$ cat src/rtl/lpht_pkg.sv
package lpht_pkg;

    localparam int KEY_W    = 32;
    localparam int VALUE_W  = 32;
    localparam int FUNC_W   = 2;
    localparam int STATUS_W = 2;
    localparam int LIVE_W   = 7;
    localparam int MARK_W   = 2;

    localparam logic [KEY_W-1:0] HASH_MULT = 32'd2654435761;

    // modulo unit retires this many product bits per cycle
    localparam int MOD_DIGIT_W = 4;
    localparam int MOD_STEPS   = KEY_W / MOD_DIGIT_W;
    localparam int MOD_STEP_W  = $clog2(MOD_STEPS);

    typedef enum logic [FUNC_W-1:0] {
        FUNC_INSERT = 2'd0,
        FUNC_REMOVE = 2'd1,
        FUNC_LOOKUP = 2'd2
    } func_t;

    typedef enum logic [STATUS_W-1:0] {
        ST_OK        = 2'd0,
        ST_FULL      = 2'd1,
        ST_EMPTY     = 2'd2,
        ST_NOT_FOUND = 2'd3
    } status_t;

    typedef enum logic [MARK_W-1:0] {
        MARK_EMPTY    = 2'd0,
        MARK_OCCUPIED = 2'd1,
        MARK_DELETED  = 2'd2
    } mark_t;

    typedef enum logic [2:0] {
        S_CLEAR,
        S_IDLE,
        S_MUL,
        S_MOD,
        S_START,
        S_READ,
        S_EVAL,
        S_FINISH
    } state_t;

    typedef struct packed {
        logic    clr_step;
        logic    load;
        logic    mul;
        logic    mod_step;
        logic    start;
        logic    read;
        logic    advance;
        logic    wr_new;
        logic    wr_upd;
        logic    wr_del;
        logic    take_value;
        logic    set_res;
        status_t res_status;
        logic    emit;
    } cmd_t;

    typedef struct packed {
        logic              clr_last;
        logic              mod_last;
        logic [FUNC_W-1:0] func;
        logic              count_zero;
        logic              mark_empty;
        logic              key_match;
        logic              free_avail;
        logic              last_probe;
        logic              out_free;
    } stat_t;

endpackage

$ cat src/rtl/lpht_ctrl.sv
module lpht_ctrl (
    input  logic             clk,
    input  logic             rst_n,
    input  logic             req_valid,
    output logic             req_ready,
    input  lpht_pkg::stat_t  stat,
    output lpht_pkg::cmd_t   cmd
);

    lpht_pkg::state_t state_reg;
    lpht_pkg::state_t state_next;

    always_ff @(posedge clk or negedge rst_n)
    begin
        if (!rst_n)
        begin
            state_reg <= lpht_pkg::S_CLEAR;
        end
        else
        begin
            state_reg <= state_next;
        end
    end

    // next state
    always_comb
    begin
        state_next = state_reg;
        case (state_reg)
            lpht_pkg::S_CLEAR:
            begin
                if (stat.clr_last)
                begin
                    state_next = lpht_pkg::S_IDLE;
                end
            end
            lpht_pkg::S_IDLE:
            begin
                if (req_valid)
                begin
                    state_next = lpht_pkg::S_MUL;
                end
            end
            lpht_pkg::S_MUL:
            begin
                state_next = lpht_pkg::S_MOD;
            end
            lpht_pkg::S_MOD:
            begin
                if (stat.mod_last)
                begin
                    state_next = lpht_pkg::S_START;
                end
            end
            lpht_pkg::S_START:
            begin
                case (stat.func)
                    lpht_pkg::FUNC_INSERT:
                    begin
                        state_next = lpht_pkg::S_READ;
                    end
                    lpht_pkg::FUNC_REMOVE, lpht_pkg::FUNC_LOOKUP:
                    begin
                        state_next = stat.count_zero ? lpht_pkg::S_FINISH : lpht_pkg::S_READ;
                    end
                    default:
                    begin
                        state_next = lpht_pkg::S_FINISH;
                    end
                endcase
            end
            lpht_pkg::S_READ:
            begin
                state_next = lpht_pkg::S_EVAL;
            end
            lpht_pkg::S_EVAL:
            begin
                if (stat.mark_empty || stat.key_match || stat.last_probe)
                begin
                    state_next = lpht_pkg::S_FINISH;
                end
                else
                begin
                    state_next = lpht_pkg::S_READ;
                end
            end
            lpht_pkg::S_FINISH:
            begin
                if (stat.out_free)
                begin
                    state_next = lpht_pkg::S_IDLE;
                end
            end
            default:
            begin
                state_next = lpht_pkg::S_IDLE;
            end
        endcase
    end

    // commands
    always_comb
    begin
        cmd       = '0;
        req_ready = 1'b0;
        case (state_reg)
            lpht_pkg::S_CLEAR:
            begin
                cmd.clr_step = 1'b1;
            end
            lpht_pkg::S_IDLE:
            begin
                req_ready = 1'b1;
                cmd.load  = req_valid;
            end
            lpht_pkg::S_MUL:
            begin
                cmd.mul = 1'b1;
            end
            lpht_pkg::S_MOD:
            begin
                cmd.mod_step = 1'b1;
            end
            lpht_pkg::S_START:
            begin
                cmd.start = 1'b1;
                if ((stat.func inside {lpht_pkg::FUNC_REMOVE, lpht_pkg::FUNC_LOOKUP})
                    && stat.count_zero)
                begin
                    cmd.set_res    = 1'b1;
                    cmd.res_status = lpht_pkg::ST_EMPTY;
                end
            end
            lpht_pkg::S_READ:
            begin
                cmd.read = 1'b1;
            end
            lpht_pkg::S_EVAL:
            begin
                case (stat.func)
                    lpht_pkg::FUNC_INSERT:
                    begin
                        if (stat.key_match)
                        begin
                            cmd.wr_upd = 1'b1;
                        end
                        else if (stat.mark_empty)
                        begin
                            cmd.wr_new = 1'b1;
                        end
                        else if (stat.last_probe)
                        begin
                            if (stat.free_avail)
                            begin
                                cmd.wr_new = 1'b1;
                            end
                            else
                            begin
                                cmd.set_res    = 1'b1;
                                cmd.res_status = lpht_pkg::ST_FULL;
                            end
                        end
                        else
                        begin
                            cmd.advance = 1'b1;
                        end
                    end
                    lpht_pkg::FUNC_REMOVE, lpht_pkg::FUNC_LOOKUP:
                    begin
                        if (stat.key_match)
                        begin
                            cmd.wr_del     = (stat.func == lpht_pkg::FUNC_REMOVE);
                            cmd.take_value = (stat.func == lpht_pkg::FUNC_LOOKUP);
                        end
                        else if (stat.mark_empty || stat.last_probe)
                        begin
                            cmd.set_res    = 1'b1;
                            cmd.res_status = lpht_pkg::ST_NOT_FOUND;
                        end
                        else
                        begin
                            cmd.advance = 1'b1;
                        end
                    end
                    default:
                    begin
                        cmd.set_res    = 1'b1;
                        cmd.res_status = lpht_pkg::ST_OK;
                    end
                endcase
            end
            lpht_pkg::S_FINISH:
            begin
                cmd.emit = stat.out_free;
            end
            default:
            begin
                cmd = '0;
            end
        endcase
    end

endmodule

$ cat config.mk
export PLATFORM = sky130hd
export DESIGN_NAME = lpht_ctrl
export DESIGN_NICKNAME = d
export VERILOG_FILES = /design/src/rtl/lpht_pkg.sv /design/src/rtl/lpht_ctrl.sv
export SDC_FILE = /design/constraint.sdc
export NUM_CORES = 1
export LEC_CHECK = 0
export BUFFER_PORTS_ARGS = -buffer_cell sky130_fd_sc_hd__buf_2
export CAP_MARGIN = 20
export CORE_AREA = 2 2 39 41
export CTS_BUF_LIST = sky130_fd_sc_hd__clkbuf_4
export CTS_CLUSTER_DIAMETER = 120
export CTS_CLUSTER_SIZE = 30
export DETAILED_ROUTE_END_ITERATION = 10
export DIE_AREA = 0 0 41 43
export PLACE_DENSITY = 0.68
export SETUP_SLACK_MARGIN = 0.02
export SLEW_MARGIN = 30
export SYNTH_ARGS = -nofsm -noshare
export SYNTH_HDL_FRONTEND = slang
export SYNTH_SLANG_ARGS = --single-unit
export TNS_END_PERCENT = 10
$ cat constraint.sdc
create_clock -name clk -period 2.35 [get_ports clk]
set_input_delay 0.235 -clock clk [delete_from_list [all_inputs] [get_ports clk]]
set_output_delay 0.235 -clock clk [all_outputs]
set_load 0.03 [all_outputs]
== After elaboration in Yosys (flattened, before gate mapping) ==
Cells that the tools add are included.

* Output and inout bits: 16
* Input bits: 13
* Bits in registers: 3
* Logic and storage cells: 62

* Reduce and logical (&&, ||, !) cells: 9
* Multiplexer cells: 39
* Equality and inequality tests: 13

{| class="wikitable"
|+ Operator list
! cell !! count
|-
| 3-bit 2-to-1 mux || 11
|-
| 3-bit one-hot mux with 8 select lines || 1
|-
| 1-bit 2-to-1 mux || 16
|-
| 3-bit equality test, second input constant || 4
|-
| 2-bit 2-to-1 mux || 6
|-
| 3-bit one-hot mux with 2 select lines || 2
|-
| 2-bit != test, second input constant || 4
|-
| 3-bit by 2-bit equality test with 1-bit output, second input constant || 2
|-
| 5-bit 2-to-1 mux || 1
|-
| 2-bit one-hot mux with 2 select lines || 1
|-
| 4-bit AND reduction || 1
|-
| 3-bit by 1-bit equality test with 1-bit output, second input constant || 1
|-
| 3-bit zero test || 1
|-
| 1-bit logical OR || 3
|-
| 2-bit by 1-bit equality test with 1-bit output, second input constant || 1
|-
| 2-bit equality test, second input constant || 1
|-
| 2-bit zero test || 1
|-
| 1-bit one-hot mux with 2 select lines || 1
|-
| 2-bit nonzero test || 1
|-
| 2-bit OR reduction || 1
|-
| 1-bit logical AND || 1
|}

== Longest topological paths before layout ==
* Depth after elaboration: 6
* Gate-level depth with buffers: 5
* Mapped depth without buffers: 5

== Least setup slack after synthesis ==
No wires, ideal clock.

* Kind: register -> output
* Start: register state_reg[1]
* End: output port cmd[2] in the netlist's numbering
* Required time: 2.115 ns
* Buffers on the path: 1
* Setup slack: 0.125 ns
* Cell stages (with the launch flop): 5
* Arrival: 1.990 ns
* Cells stage by stage: dfrtp_1 -> buf_2 -> nor3b_1 -> nand2_1 -> a21boi_1

{| class="wikitable"
|+ RTL lines
! what !! RTL line !! RTL
|-
| start, declared || lpht_ctrl.sv:10 || <nowiki>lpht_pkg::state_t state_reg;</nowiki>
|-
| start signal, assigned || lpht_ctrl.sv:17 || <nowiki>state_reg <= lpht_pkg::S_CLEAR;</nowiki>
|-
| start signal, assigned || lpht_ctrl.sv:21 || <nowiki>state_reg <= state_next;</nowiki>
|-
| end, declared || lpht_ctrl.sv:7 || <nowiki>output lpht_pkg::cmd_t cmd</nowiki>
|}

==> flow_summary_export.csv <==
group,metric,value,unit
finish,instances_no_fill,110,
placement,place_area,619,µm²
floorplan,ios,29,
hold_path,worstHoldPathType,"in -> async",
finish,insertedDiodeCount,0,
setup_path,worstPathArrival,1.85,ns
logic_synthesis,ys_ff_latch,3,
global_routing,grt_pass1_vias,455,
sta,rsz0062_at_grt,"false",
setup_path,path_cells,"inv_2 -> or4b_4 -> nor3b_2 -> buf_2",
logic_synthesis,yosysSeqAreaShare,16.0,%
floorplan,core,0.00138,mm²
setup_path,endpoint_kind,"output port",
sta,min_period,2.09,ns
power_and_ir_drop,p_leak,0.000345,µW
sta,setup_tns,0,ns
sta,worst_slew_pin_slew,0.465,ns
setup_path,start_kind,"register",
setup_path,crit_path_max_fanout,14,
setup_path,max_stage_delay,0.56,ns
finish,final_common_cell,"buf_2",
floorplan,start_util,33.9,%
sta,setup_slack,0.264,ns
logic_synthesis,async_reset_ff_share,100,%
route,wl_per_cell,10.9,µm
route,via_per_inst,5.16,
placement,place_ws,0.511,ns
sta,max_freq,0.479,GHz
clocking,cts_tree,"built",
logic_synthesis,syn_nets,81,
placement,hpwlAfterDp,936,µm
finish,drive_above_1_share,40.4,%
clocking,cts_num_sinks,3,
logic_synthesis,synth_edf_count,0,
setup_path,r2r_slack,1.04,ns
global_routing,grt_max_degree,18,
job,drv_cap,0,
setup_path,cp.required,2.12,ns
route,drc_errors,0,
sta,finalClockSkew,0.00356,ns
clocking,cts.repair.resized,0,
finish,design_area,659,µm²
placement,dpl.cell_count,105,
run_status,status,"finished clean",
logic_synthesis,yosysUniqueCellTypes,30,
finish,largest_reg_flops,3,
clocking,clockBufferDepth,2,
global_routing,grt.total_usage,14.9,%
global_routing,overflow,0,
global_routing,grt_pass1_wl,1.90,mm
setup_path,r2r_cells,4,
power_and_ir_drop,power_density,1060,mW/mm²
sta,slew_violations,0,
route,drtIter0Drc,17,
global_routing,antenna_found_initial,0,
clocking,clk_pin_slew,0.04,ns
route,vias,568,
sta,hold_violations,0,
clocking,postCtsSetupRepairBufs,0,
logic_synthesis,syn_inst,64,
clocking,root_buffer,"clkbuf_4",
logic_synthesis,synth_area,469,µm²
setup_path,crit_slowest_cell,"dfrtp_1",
clocking,cts_made_buffers,3,
sta,setup_viol,0,
sta,worst_hold_slack,0.330,ns
route,wl,1.20,mm
finish,syn_to_final_growth,40.5,%
placement,place_congestion,0.778,
logic_synthesis,synth_ff_type,"dfrtp_1",
placement,io_buffers,28,
floorplan,chipWidth,41,µm
floorplan,rows,14,
clocking,htree_levels,1,
setup_path,r2r-end,"state_reg[1]$_DFFE_PN0P_",
finish,nets,112,
sta,slew_headroom,69.0,%
setup_path,worstReg2RegStart,"state_reg[2]$_DFFE_PN0P_",
floorplan,die_h,43,µm
clocking,worstSkewPairLatency,0.23,ns
sta,timing.final.crit_share,88.8,%
logic_synthesis,yosys_warnings,0,
setup_path,critical_path_class,"reg -> out",
finish,mostFrequentLayoutCells,"28 x buf_2, 7 x nor2_1",
power_and_ir_drop,irDropWorstVdd,0.000545,V
floorplan,die_area,0.00176,mm²
route,ant_nets,0,
logic_synthesis,avgSynthCellArea,7.33,µm²
route,first_pass_iters,4,
metrics by stage:
| step | power (µW) | utilization [%] |
|---|---|---|
| after floorplan | 488 | - |
| after global placement | 593 | 44.8 |
| after detailed placement | 595 | 44.8 |
| after CTS | 702 | 47.6 |
| after global routing | 758 | 47.6 |
| final | 700 | 47.6 |
worst max-delay path by stage:
stage	from	slack, ns	endpoint
3_3_place_gp	state_reg[1]$_DFFE_PN0P_	0.55	cmd[7]
5_1_grt	state_reg[1]$_DFFE_PN0P_	0.14	cmd[8]
4_1_cts	state_reg[1]$_DFFE_PN0P_	0.27	cmd[8]
2_1_floorplan	state_reg[1]$_DFFE_PN0P_	0.12	cmd[2]
6_report	state_reg[1]$_DFFE_PN0P_	0.26	cmd[7]
3_5_place_dp	state_reg[1]$_DFFE_PN0P_	0.51	cmd[8]
kinds of logic (layout without fill, tap and decap cells):
family                     after synthesis  count (layout)  synth area share, %
adders and majority gates                4               4                 10.7
AOI/OAI and AO/OA                       18              18                 25.1
and+or+nand+nor                         30              30                 39.2
muxes                                    1               1                 2.13
DFF                                      3               3                 16.0
buffers and inverters                    8              38                 6.93
metal layers:
layer / vias up / track usage, % / part of all wire (%)
met4: 0 / 6.00 / 0
met1: 254 / 21.0 / 49
li1: 295 / - / -
met5: - / 0 / 0
met3: 0 / 1.57 / 5.2
met2: 19 / 22.2 / 46
critical path, delay by kind of cell, from the launching register on:
family,cells,cell delay (ns)
flip-flops,1,0.56
AND/OR/NAND/NOR,2,0.71
buffers and inverters,2,0.35
what timing repair did:
action	in CTS	in global routing
endpoints found under the setup margin	0	0
hold endpoints to repair	3	0
hold buffers	1	0
area by class of cell:
type	count	area (µm²)
Tap cell	16	20.0
Fill cell	145	724
Multi-Input combinational cell	53	362
Clock buffer	4	30.0
Sequential cell	3	75.1
Timing Repair Buffer	30	158
Inverter	4	15.0
cell usage after synthesis (all sizes together) (2+ instances only):
master	n	share of area, %
a31oi	4	5.3
and3	2	2.7
nand2	4	3.2
dfrtp	3	16
nor3b	3	5.9
o21ai	3	3.2
nand2b	2	2.7
ha	4	11
buf	3	2.9
nor3	5	6.4
nor2	7	5.6
a21oi	4	4.3
and2	4	5.3
inv	4	3.2
power by group:
| group | internal [µW] | switching (µW) | total, µW | leakage (µW) |
|---|---|---|---|---|
| sequential | 78.0 | 87.8 | 166 | 0.0000339 |
| clock | 75.0 | 24.9 | 99.9 | 0.0000184 |
| combinational | 171 | 263 | 434 | 0.000293 |
| total | 324 | 376 | 700 | 0.000345 |
(Power assumes the default switching activity.)
